==> src/design/ttl_pkg.sv <==
// ttl_pkg: constants, curve tables and per-type lookups for the thermistor linearizer.
// Shared by ttl_div, ttl_core and thermistor_table_linearizer_top; no dependencies.
package ttl_pkg;

	localparam int RAW_W     = 12;
	localparam int OUT_W     = 13;
	localparam int TYPE_W    = 4;
	localparam int S_TDATA_W = ((RAW_W + 7) / 8) * 8;
	localparam int M_TDATA_W = ((OUT_W + 7) / 8) * 8;

	localparam logic [TYPE_W-1:0] TYPE_RESET = TYPE_W'(3);

	localparam int SEGMENTS  = 16;
	localparam int CURVES    = 5;
	localparam int NUM_TYPES = 10;

	localparam int CRV_W  = 8;                 // stored curve point, before x4
	localparam int PT_W   = CRV_W + 2;         // curve point in ADC counts
	localparam int IDX_W  = $clog2(SEGMENTS + 1);
	localparam int CI_W   = (CURVES > 1) ? $clog2(CURVES) : 1;
	localparam int TI_W   = $clog2(NUM_TYPES);

	localparam int PCT      = 100;
	localparam int STEP_MAX = 214;
	localparam int STEP_W   = $clog2(STEP_MAX + 1);
	localparam int Q1_W     = $clog2(PCT + 1);               // fraction quotient
	localparam int QUO_W    = Q1_W;
	localparam int DEN_W    = PT_W;
	localparam int CNT_W    = $clog2(QUO_W + 1);

	// step x fraction, divided by 100 as multiply by reciprocal and shift;
	// exact for every product up to STEP_MAX x PCT
	localparam int Y_W     = $clog2(STEP_MAX * PCT + 1);
	localparam int RCP_SH  = 19;
	localparam int RCP_MUL = (1 << RCP_SH) / PCT + 1;
	localparam int RCP_W   = $clog2(RCP_MUL + 1);

	// shared multiplier operands
	localparam int MA_W = Y_W;
	localparam int MB_W = RCP_W;
	localparam int MP_W = MA_W + MB_W;

	// Descending curves, point 0 first
	localparam logic [0:SEGMENTS][CRV_W-1:0] CRV_A = {
		8'd233, 8'd211, 8'd179, 8'd141, 8'd103, 8'd71, 8'd48, 8'd32,
		8'd21,  8'd14,  8'd10,  8'd7,   8'd5,   8'd4,  8'd3,  8'd2,  8'd1 };
	localparam logic [0:SEGMENTS][CRV_W-1:0] CRV_B = {
		8'd246, 8'd238, 8'd227, 8'd211, 8'd191, 8'd167, 8'd141, 8'd115,
		8'd92,  8'd72,  8'd55,  8'd42,  8'd33,  8'd25,  8'd19,  8'd15, 8'd12 };
	localparam logic [0:SEGMENTS][CRV_W-1:0] CRV_C = {
		8'd233, 8'd215, 8'd190, 8'd160, 8'd127, 8'd96, 8'd70, 8'd50,
		8'd35,  8'd25,  8'd18,  8'd13,  8'd9,   8'd7,  8'd5,  8'd4,  8'd3 };

	// Request into the shared divider
	typedef struct packed {
		logic             start;
		logic [CNT_W-1:0] iters;
		logic [DEN_W-1:0] rem;
		logic [QUO_W-1:0] quo;
		logic [DEN_W-1:0] den;
	} ttl_div_req_t;

	// Handshake controls from top into the sequencer
	typedef struct packed {
		logic start;
		logic res_ready;
	} ttl_ctl_t;

	// Sequencer status back to top
	typedef struct packed {
		logic idle;
		logic res_valid;
	} ttl_sts_t;

	// Out-of-range types fold onto 1 or 10
	function automatic logic [TI_W-1:0] type_idx(input logic [TYPE_W-1:0] t);
		logic [TYPE_W-1:0] tc;
		if (t == '0) begin
			tc = TYPE_W'(1);
		end else if (t > TYPE_W'(NUM_TYPES)) begin
			tc = TYPE_W'(NUM_TYPES);
		end else begin
			tc = t;
		end
		return TI_W'(tc - TYPE_W'(1));
	endfunction

	function automatic logic [CI_W-1:0] curve_of(input logic [TI_W-1:0] ti);
		logic [TI_W-1:0] c;
		c = ti >> 1;
		if (c >= TI_W'(CURVES)) begin
			c = TI_W'(CURVES - 1);
		end
		return CI_W'(c);
	endfunction

	function automatic logic [PT_W-1:0] curve_pt(input logic [CI_W-1:0] ci,
			input logic [IDX_W-1:0] i);
		logic [CRV_W-1:0] b;
		b = '0;
		if (i <= IDX_W'(SEGMENTS)) begin
			case (ci)
				CI_W'(0): b = CRV_A[i];
				CI_W'(2): b = CRV_C[i];
				default:  b = CRV_B[i];
			endcase
		end
		return {b, 2'b00};
	endfunction

	function automatic logic signed [OUT_W-1:0] lim_lo(input logic [TI_W-1:0] ti);
		logic signed [OUT_W-1:0] v;
		case (ti)
			TI_W'(8): v = OUT_W'(-500);
			TI_W'(9): v = OUT_W'(-580);
			default:  v = OUT_W'(-400);
		endcase
		return v;
	endfunction

	function automatic logic signed [OUT_W-1:0] lim_hi(input logic [TI_W-1:0] ti);
		logic signed [OUT_W-1:0] v;
		case (ti) inside
			TI_W'(0):                     v = OUT_W'(1500);
			TI_W'(1):                     v = OUT_W'(3020);
			TI_W'(2), TI_W'(4), TI_W'(6): v = OUT_W'(1200);
			TI_W'(8):                     v = OUT_W'(1100);
			TI_W'(9):                     v = OUT_W'(2300);
			default:                      v = OUT_W'(2480);
		endcase
		return v;
	endfunction

	function automatic logic [STEP_W-1:0] step_of(input logic [TI_W-1:0] ti);
		logic [STEP_W-1:0] v;
		case (ti) inside
			TI_W'(0):                               v = STEP_W'(119);
			TI_W'(1):                               v = STEP_W'(STEP_MAX);
			TI_W'(2), TI_W'(4), TI_W'(6), TI_W'(8): v = STEP_W'(PCT);
			default:                                v = STEP_W'(180);
		endcase
		return v;
	endfunction

endpackage

==> src/design/thermistor_table_linearizer_top.sv <==
// thermistor_table_linearizer_top: stream ports, sensor type register, output item register.
// Depends on ttl_pkg and ttl_core (which holds ttl_div).
//
// Converts one 12-bit scaled ADC count (larger is colder) into a signed temperature in
// tenths of a degree. sensor_type (1..10, reset 3; 0 reads as 1, above 10 as 10) picks one
// of three descending 17-point curves, a low and a high limit and a step size; it is
// sampled when an item is accepted and must be written only while the block is idle.
// Readings at or past either curve end give the matching limit without a search.
// Other readings go through a halving search from the middle point (one probe per cycle,
// at most five); a search that runs out gives 0. On a hit the segment fraction goes
// through the bit-serial divider (7 iterations), then one shared 15x13 multiplier forms
// step x segment and step x fraction and divides the latter by 100 through a reciprocal
// multiply. Readings strictly inside the last segment are never reached by the search
// and return 0. The block takes one item at a time (s_tready low while busy), but a
// finished result sits in the output register so the next item can be taken while
// the consumer stalls.
module thermistor_table_linearizer_top import ttl_pkg::*; (
	input  logic                 clk,
	input  logic                 arst_n,
	input  logic                 s_tvalid,
	output logic                 s_tready,
	input  logic [S_TDATA_W-1:0] s_tdata,   // [11:0] raw_reading, rest zero
	output logic                 m_tvalid,
	input  logic                 m_tready,
	output logic [M_TDATA_W-1:0] m_tdata,   // [12:0] temperature_tenths, rest zero
	input  logic                 cfg_we,
	input  logic [TYPE_W-1:0]    cfg_wdata
);

	logic [TYPE_W-1:0]       sensor_type_q;
	logic                    m_tvalid_q;
	logic [OUT_W-1:0]        m_res_q;

	ttl_ctl_t                ctl;
	ttl_sts_t                sts;
	logic signed [OUT_W-1:0] core_res;
	logic                    res_xfer;

	// sensor type register, write-only
	always_ff @(posedge clk or negedge arst_n) begin
		if (!arst_n) begin
			sensor_type_q <= TYPE_RESET;
		end else if (cfg_we) begin
			sensor_type_q <= cfg_wdata;
		end
	end

	// output slot is free when empty or being drained this cycle
	assign ctl.res_ready = !m_tvalid_q || m_tready;
	assign ctl.start     = s_tvalid && sts.idle;
	assign s_tready      = sts.idle;
	assign res_xfer      = sts.res_valid && ctl.res_ready;

	ttl_core u_core (
		.clk         (clk),
		.arst_n      (arst_n),
		.ctl         (ctl),
		.raw         (s_tdata[RAW_W-1:0]),
		.sensor_type (sensor_type_q),
		.sts         (sts),
		.res         (core_res)
	);

	always_ff @(posedge clk or negedge arst_n) begin
		if (!arst_n) begin
			m_tvalid_q <= 1'b0;
		end else if (res_xfer) begin
			m_tvalid_q <= 1'b1;
		end else if (m_tready) begin
			m_tvalid_q <= 1'b0;
		end
	end

	always_ff @(posedge clk) begin
		if (res_xfer) begin
			m_res_q <= core_res;
		end
	end

	assign m_tvalid = m_tvalid_q;
	assign m_tdata  = M_TDATA_W'(m_res_q);

	// an accepted item leaves the block not ready in the cycle after the accept
	a_busy_after_accept: assert property (@(posedge clk) disable iff (!arst_n)
		s_tvalid && s_tready |=> !s_tready)
		else $error("block still ready after taking an item");

	// a finished result lands in the output register
	a_result_lands: assert property (@(posedge clk) disable iff (!arst_n)
		res_xfer |=> m_tvalid)
		else $error("finished result did not reach the output register");

	// every result lies within the widest limits of any sensor type
	a_result_range: assert property (@(posedge clk) disable iff (!arst_n)
		m_tvalid |-> ($signed(m_res_q) >= -580) && ($signed(m_res_q) <= 3020))
		else $error("temperature out of range");

endmodule

==> src/design/ttl_div.sv <==
// ttl_div: shared restoring divider, one quotient bit per cycle.
// Depends on ttl_pkg (widths, ttl_div_req_t).
module ttl_div import ttl_pkg::*; (
	input  logic             clk,
	input  logic             arst_n,
	input  ttl_div_req_t     req,
	output logic             done,
	output logic [QUO_W-1:0] quo
);

	logic             busy_q;
	logic [CNT_W-1:0] cnt_q;
	logic [DEN_W-1:0] rem_q;
	logic [QUO_W-1:0] quo_q;
	logic [DEN_W-1:0] den_q;

	logic [DEN_W:0]   trial;
	logic             ge;

	// partial remainder is always below the divisor, so one compare per bit
	assign trial = {rem_q, quo_q[QUO_W-1]};
	assign ge    = trial >= {1'b0, den_q};
	assign done  = busy_q && (cnt_q == '0);
	assign quo   = quo_q;

	always_ff @(posedge clk or negedge arst_n) begin
		if (!arst_n) begin
			busy_q <= 1'b0;
			cnt_q  <= '0;
		end else if (req.start) begin
			busy_q <= 1'b1;
			cnt_q  <= req.iters;
		end else if (busy_q) begin
			if (cnt_q == '0) begin
				busy_q <= 1'b0;
			end else begin
				cnt_q <= cnt_q - CNT_W'(1);
			end
		end
	end

	always_ff @(posedge clk) begin
		if (req.start) begin
			rem_q <= req.rem;
			quo_q <= req.quo;
			den_q <= req.den;
		end else if (busy_q && (cnt_q != '0)) begin
			rem_q <= ge ? DEN_W'(trial - {1'b0, den_q}) : trial[DEN_W-1:0];
			quo_q <= {quo_q[QUO_W-2:0], ge};
		end
	end

endmodule

==> src/design/ttl_core.sv <==
// ttl_core: sequencer for clamp, halving search and interpolation arithmetic.
// Depends on ttl_pkg; drives one shared multiplier and the ttl_div unit.
module ttl_core import ttl_pkg::*; (
	input  logic                    clk,
	input  logic                    arst_n,
	input  ttl_ctl_t                ctl,
	input  logic [RAW_W-1:0]        raw,
	input  logic [TYPE_W-1:0]       sensor_type,
	output ttl_sts_t                sts,
	output logic signed [OUT_W-1:0] res
);

	localparam logic [2:0] ST_IDLE = 3'd0;
	localparam logic [2:0] ST_SRCH = 3'd1;
	localparam logic [2:0] ST_MUL1 = 3'd2;
	localparam logic [2:0] ST_DIV1 = 3'd3;
	localparam logic [2:0] ST_MUL2 = 3'd4;
	localparam logic [2:0] ST_RCP  = 3'd5;
	localparam logic [2:0] ST_DONE = 3'd6;

	logic [2:0]              state_q;
	logic [TI_W-1:0]         ti_q;
	logic [CI_W-1:0]         ci_q;
	logic [RAW_W-1:0]        raw_q;
	logic [IDX_W-1:0]        idx_q;
	logic [IDX_W-1:0]        delta_q;
	logic [IDX_W-1:0]        seg_q;
	logic [PT_W-1:0]         diff_q;
	logic [PT_W-1:0]         wid_q;
	logic [QUO_W-1:0]        frac_q;
	logic [Y_W-1:0]          y_q;
	logic signed [OUT_W-1:0] res_q;

	logic [TI_W-1:0]         ti_in;
	logic [CI_W-1:0]         ci_in;
	logic [PT_W-1:0]         pt_first;
	logic [PT_W-1:0]         pt_last;
	logic [PT_W-1:0]         tb_i;
	logic [PT_W-1:0]         tb_p;
	logic                    hit;
	logic [IDX_W-1:0]        nd;
	logic signed [IDX_W+1:0] nxt;

	logic [MA_W-1:0]         mul_a;
	logic [MB_W-1:0]         mul_b;
	logic [MP_W-1:0]         mul_p;
	ttl_div_req_t            dreq;
	logic                    ddone;
	logic [QUO_W-1:0]        dquo;

	// end-point clamp uses the live register, captured at accept
	assign ti_in    = type_idx(sensor_type);
	assign ci_in    = curve_of(ti_in);
	assign pt_first = curve_pt(ci_in, '0);
	assign pt_last  = curve_pt(ci_in, IDX_W'(SEGMENTS));

	// bracket test at the current probe point
	assign tb_i = curve_pt(ci_q, idx_q);
	assign tb_p = curve_pt(ci_q, idx_q - IDX_W'(1));
	assign hit  = (idx_q >= IDX_W'(1)) && (idx_q <= IDX_W'(SEGMENTS))
		&& (raw_q >= RAW_W'(tb_i)) && (raw_q <= RAW_W'(tb_p));
	assign nd   = delta_q >> 1;
	assign nxt  = (raw_q < RAW_W'(tb_i))
		? ($signed({2'b00, idx_q}) + $signed({2'b00, nd}))
		: ($signed({2'b00, idx_q}) - $signed({2'b00, nd}));

	// shared multiplier: diff x 100, seg x step, frac x step, then x reciprocal of 100
	always_comb begin
		case (state_q)
			ST_DIV1: begin
				mul_a = MA_W'(seg_q);
				mul_b = MB_W'(step_of(ti_q));
			end
			ST_MUL2: begin
				mul_a = MA_W'(frac_q);
				mul_b = MB_W'(step_of(ti_q));
			end
			ST_RCP: begin
				mul_a = MA_W'(y_q);
				mul_b = MB_W'(RCP_MUL);
			end
			default: begin
				mul_a = MA_W'(diff_q);
				mul_b = MB_W'(PCT);
			end
		endcase
	end
	assign mul_p = MP_W'(mul_a) * MP_W'(mul_b);

	// divider load: high part seeds the remainder, low part shifts in
	always_comb begin
		dreq.start = (state_q == ST_MUL1);
		dreq.den   = wid_q;
		dreq.iters = CNT_W'(Q1_W);
		dreq.rem   = DEN_W'(mul_p >> Q1_W);
		dreq.quo   = mul_p[Q1_W-1:0];
	end

	ttl_div u_div (
		.clk    (clk),
		.arst_n (arst_n),
		.req    (dreq),
		.done   (ddone),
		.quo    (dquo)
	);

	always_ff @(posedge clk or negedge arst_n) begin
		if (!arst_n) begin
			state_q <= ST_IDLE;
		end else begin
			case (state_q)
				ST_IDLE: begin
					if (ctl.start) begin
						if ((raw <= RAW_W'(pt_last)) || (raw >= RAW_W'(pt_first))) begin
							state_q <= ST_DONE;
						end else begin
							state_q <= ST_SRCH;
						end
					end
				end
				ST_SRCH: begin
					if (hit) begin
						state_q <= ST_MUL1;
					end else if ((delta_q == '0) || (nxt <= 0) || (nxt >= SEGMENTS)) begin
						state_q <= ST_DONE;
					end
				end
				ST_MUL1: state_q <= ST_DIV1;
				ST_DIV1: if (ddone) state_q <= ST_MUL2;
				ST_MUL2: state_q <= ST_RCP;
				ST_RCP:  state_q <= ST_DONE;
				ST_DONE: if (ctl.res_ready) state_q <= ST_IDLE;
				default: state_q <= ST_IDLE;
			endcase
		end
	end

	always_ff @(posedge clk) begin
		case (state_q)
			ST_IDLE: begin
				if (ctl.start) begin
					ti_q    <= ti_in;
					ci_q    <= ci_in;
					raw_q   <= raw;
					idx_q   <= IDX_W'(SEGMENTS / 2);
					delta_q <= IDX_W'(SEGMENTS / 2);
					if (raw <= RAW_W'(pt_last)) begin
						res_q <= lim_hi(ti_in);
					end else begin
						res_q <= lim_lo(ti_in);
					end
				end
			end
			ST_SRCH: begin
				if (hit) begin
					seg_q  <= idx_q - IDX_W'(1);
					diff_q <= PT_W'(RAW_W'(tb_p) - raw_q);
					wid_q  <= tb_p - tb_i;
				end else if (delta_q == '0) begin
					res_q <= '0;                 // search ran out
				end else if (nxt <= 0) begin
					res_q <= lim_lo(ti_q);
				end else if (nxt >= SEGMENTS) begin
					res_q <= lim_hi(ti_q);
				end else begin
					idx_q   <= nxt[IDX_W-1:0];
					delta_q <= nd;
				end
			end
			ST_DIV1: begin
				// whole segments need no division: low limit plus step x seg
				if (ddone) begin
					frac_q <= dquo;
					res_q  <= lim_lo(ti_q) + $signed(OUT_W'(mul_p));
				end
			end
			ST_MUL2: begin
				y_q <= Y_W'(mul_p);
			end
			ST_RCP: begin
				res_q <= res_q + $signed(OUT_W'(mul_p >> RCP_SH));
			end
			default: ;
		endcase
	end

	assign sts.idle      = (state_q == ST_IDLE);
	assign sts.res_valid = (state_q == ST_DONE);
	assign res           = res_q;

endmodule
==> config.mk <==
export PLATFORM = sky130hd
export DESIGN_NAME = thermistor_table_linearizer_top
export DESIGN_NICKNAME = d
export VERILOG_FILES = /design/src/design/ttl_pkg.sv /design/src/design/thermistor_table_linearizer_top.sv /design/src/design/ttl_div.sv /design/src/design/ttl_core.sv
export SDC_FILE = /design/constraint.sdc
export NUM_CORES = 1
export LEC_CHECK = 0
export ABC_AREA = 1
export ABC_CLOCK_PERIOD_IN_PS = 9500
export BUFFER_PORTS_ARGS = -buffer_cell sky130_fd_sc_hd__buf_4
export CORE_MARGIN = 1
export CORE_UTILIZATION = 61
export DETAILED_ROUTE_END_ITERATION = 7
export GPL_TIMING_DRIVEN = 0
export PLACE_DENSITY = 0.83
export SLEW_MARGIN = 20
export SYNTH_ARGS = -nofsm -noshare
export SYNTH_HDL_FRONTEND = slang
export SYNTH_SLANG_ARGS = --single-unit
==> constraint.sdc <==
create_clock -name clk -period 9.5 [get_ports clk]
set_input_delay 0.95 -clock clk [delete_from_list [all_inputs] [get_ports clk]]
set_output_delay 0.95 -clock clk [all_outputs]
set_load 0.03 [all_outputs]
==> flow_summary.yaml <==
status:
  status: "finished, final reports clean"
floorplan:
  placementRows: 57
  pin_count: 43
  fp.coreArea_sq_mm: 0.02425
  die_h_um: 159.2
  fp.dieW_um: 159.2
  initial_core_util_pct: 62.19
  die_area_sq_mm: 0.02536
global_routing:
  first_global_vias: 12730
  grt_antenna_before_repair: 0
  grt.total_usage_pct: 32.00
  first_pass_grt_wire_length_um: 63940
  grt_overflow: 0
  grt_max_degree: 25
worst_setup_path:
  required_time_of_the_critical_path_ns: 9.68
  worst_path_max_fanout: 8
  worst_setup_path_start_kind: "flop"
  critical_path_arrival_ns: 8.49
  cp-end-kind: "flop"
  regToRegSetupSlack_ns: 1.19
  path_class: "flop to flop"
  crit_path_frequent_cell: "sky130_fd_sc_hd__a21oi_1"
  timing.critical_path.slowest_cell_delay_ns: 0.56
  critPathSlowestCell: "sky130_fd_sc_hd__fa_1"
job:
  maxCapViolations: 0
detailed_routing:
  drt_drc_violations_left: 0
  vias: 12800
  routed_wirelength_um: 39120
  drt_first_iter_violations: 1427
  ant_nets: 0
  detailedRoute.firstPassIterationCount: 6
  routed_wire_length_per_instance_um: 17.44
  via_per_inst: 5.706
placed_design:
  dp.cells: 2211
  gp_congestion: 0.9675
  place_hpwl_um: 31950
  io_buffers: 35
  post_dp_cell_area_sq_mm: 0.01582
cells_and_area:
  finish.instance_area_sq_mm: 0.01640
  final_cell_mix: "373 x sky130_fd_sc_hd__inv_1, 339 x sky130_fd_sc_hd__nand2_1, 183 x sky130_fd_sc_hd__ha_1"
  commonest_non_fill_non_tap_cell_in_the_layout: "sky130_fd_sc_hd__inv_1"
  antenna_cells: 0
  fill_cells: 1961
  finalNonFillerCells: 2243
  final_layout_size_suffix_gt1_share_pct: 8.755
  design.final.nets: 2219
  flow.area_growth_from_synthesis_pct: 8.745
clock_network:
  cts_made_buffers: 17
  cts-hold-fix-buffers: 0
  cts.repair.resized: 0
  tritoncts_sinks: 136
  clk-insertion-delay-late_ns: 0.44
  cts_tree: "yes"
  clock_path_buffers: 2
  clk_pin_slew_worst_paths_ns: 0.07
  post_cts_buffers: 0
  ctsRootBufferMaster: "sky130_fd_sc_hd__clkbuf_16"
  cts-htree-levels: 4
sta:
  rsz0062_at_grt: "false"
  fin_worst_skew_ns: 0.01421
  hold_violations: 0
  final_count_of_pins_violating_max_slew: 0
  finalCriticalPeriod_ns: 8.315
  layout_worst_path_cycle_share_pct: 87.53
  worst_pin_slew_ns: 1.008
  final.setup.tns_ns: 0
  slew-limit-headroom_pct: 32.29
  setup_viol: 0
  fmax_mhz: 120.3
min_path:
  holdCritPathClass: "input port to asynchronous set/reset pin"
logic_synthesis:
  yosys.area.top_type: "sky130_fd_sc_hd__edfxtp_1"
  synth_area_sq_mm: 0.01508
  netlist_instances: 1837
  synth_seq_area_share_pct: 26.70
  synthArstFlopShare_pct: 8.824
  postSynthRegisterBits: 136
  post-synth-top-area-fraction_pct: 24.69
  yosys.cell_types.count: 67
  ys_warn_count: 0
  avgSynthCellArea_sq_um: 8.209
  postSynth.topFlopCell: "sky130_fd_sc_hd__edfxtp_1"
  synth_edf_count: 124
  netlist_top_cells_area: "sky130_fd_sc_hd__edfxtp_1 25%, sky130_fd_sc_hd__ha_1 15%, sky130_fd_sc_hd__fa_1 14%"
-- critical path, delay by kind of cell, from the launching register on --
family | cells | cell delay (ns)
and+or+nand+nor | 9 | 1.82
adders and majority gates | 7 | 3.25
xor gates and xnor gates | 1 | 0.19
AOI/OAI and AO/OA | 10 | 1.81
DFF | 1 | 0.41
buffers and inverters | 6 | 0.59
-- metal layers --
| layer | vias up | wire, um | track usage [%] |
|---|---|---|---|
| li1 | 6064 | - | - |
| met1 | 6056 | 16740 | 44.95 |
| met2 | 595 | 18100 | 51.99 |
| met3 | 83 | 3354 | 4.272 |
| met4 | 0 | 930 | 9.222 |
| met5 | - | 0 | 0 |
-- logic make-up (layout without fill, tap and decap cells) --
kind of cell / count (synthesis) / count (layout) / share of synthesized area (%)
simple gates: 645 / 645 / 18.92
buf+inv: 424 / 492 / 10.92
mux: 2 / 2 / 0.1493
flops: 136 / 136 / 26.70
other cells: 2 / 16 / 0.04980
xor+xnor: 48 / 48 / 2.837
fa+ha+maj: 288 / 288 / 29.12
compound gates: 292 / 292 / 11.31
-- layout make-up --
class / count / area [sq um] / area share (%)
sequential: 136 / 4026 / 24.55
tap: 324 / 405.4 / 2.472
buffer: 34 / 180.2 / 1.099
clock inverter: 11 / 82.58 / 0.5035
clock buffer: 21 / 493.0 / 3.006
multi-input combinational: 1291 / 9468 / 57.73
timing repair buffer: 36 / 277.8 / 1.694
inverter: 390 / 1466 / 8.942
-- sequential cells by signal, indices dropped and copies added (netlist names), 5 cells and up --
register,cells
u_core.u_div.den_q,8
u_core.frac_q,7
u_core.raw_q,12
m_res_q,13
u_core.seg_q,5
u_core.wid_q,8
u_core.idx_q,5
u_core.u_div.quo,7
u_core.diff_q,10
u_core.u_div.rem_q,10
u_core.y_q,15
u_core.res,13
-- stage by stage --
step / worst slack, ns / hold WS [ns] / util (%)
after floorplan: 2.567 / 0.4003 / -
after global placement: 1.489 / 0.4021 / 65.17
after detailed placement: 1.331 / 0.4045 / 65.26
after CTS: 1.287 / 0.3267 / 67.63
after global routing: 0.7720 / 0.3468 / 67.63
final: 1.185 / 0.3385 / 67.63
-- path summary, 6_finish.rpt --
| check | from | to | cells after the start |
|---|---|---|---|
| min in group clk | u_core.wid_q[8] | u_core.u_div.den_q[8] | 0 |
| max in group asynchronous | arst_n | sensor_type_q[1] | 1 |
| worst min-delay path | arst_n | sensor_type_q[2] | 1 |
| worst max-delay path | u_core.state_q[0] | u_core.res[7] | 33 |
| worst max register to register | u_core.state_q[0] | u_core.res[7] | 33 |
| worst min register to register | u_core.wid_q[8] | u_core.u_div.den_q[8] | 0 |
-- synth_stat cells (all sizes together), types with 3 or more instances --
cell     instances
a211oi           3
a21o             6
a21oi           97
a221oi           3
a31oi           16
buf             22
clkbuf          12
dfrtp           10
edfxtp         124
fa             105
ha             183
inv            389
nand2          350
nand3           81
nand3b           7
nand4           16
nor2           156
nor3            19
nor3b            3
nor4             4
o2111ai          5
o211ai           9
o21ai          125
o21bai           5
o22ai            6
or2              9
xnor2           11
xor2            37
Power is not shown: default switching activity piles up to over one toggle a cycle in this logic, so the estimate is an artifact.
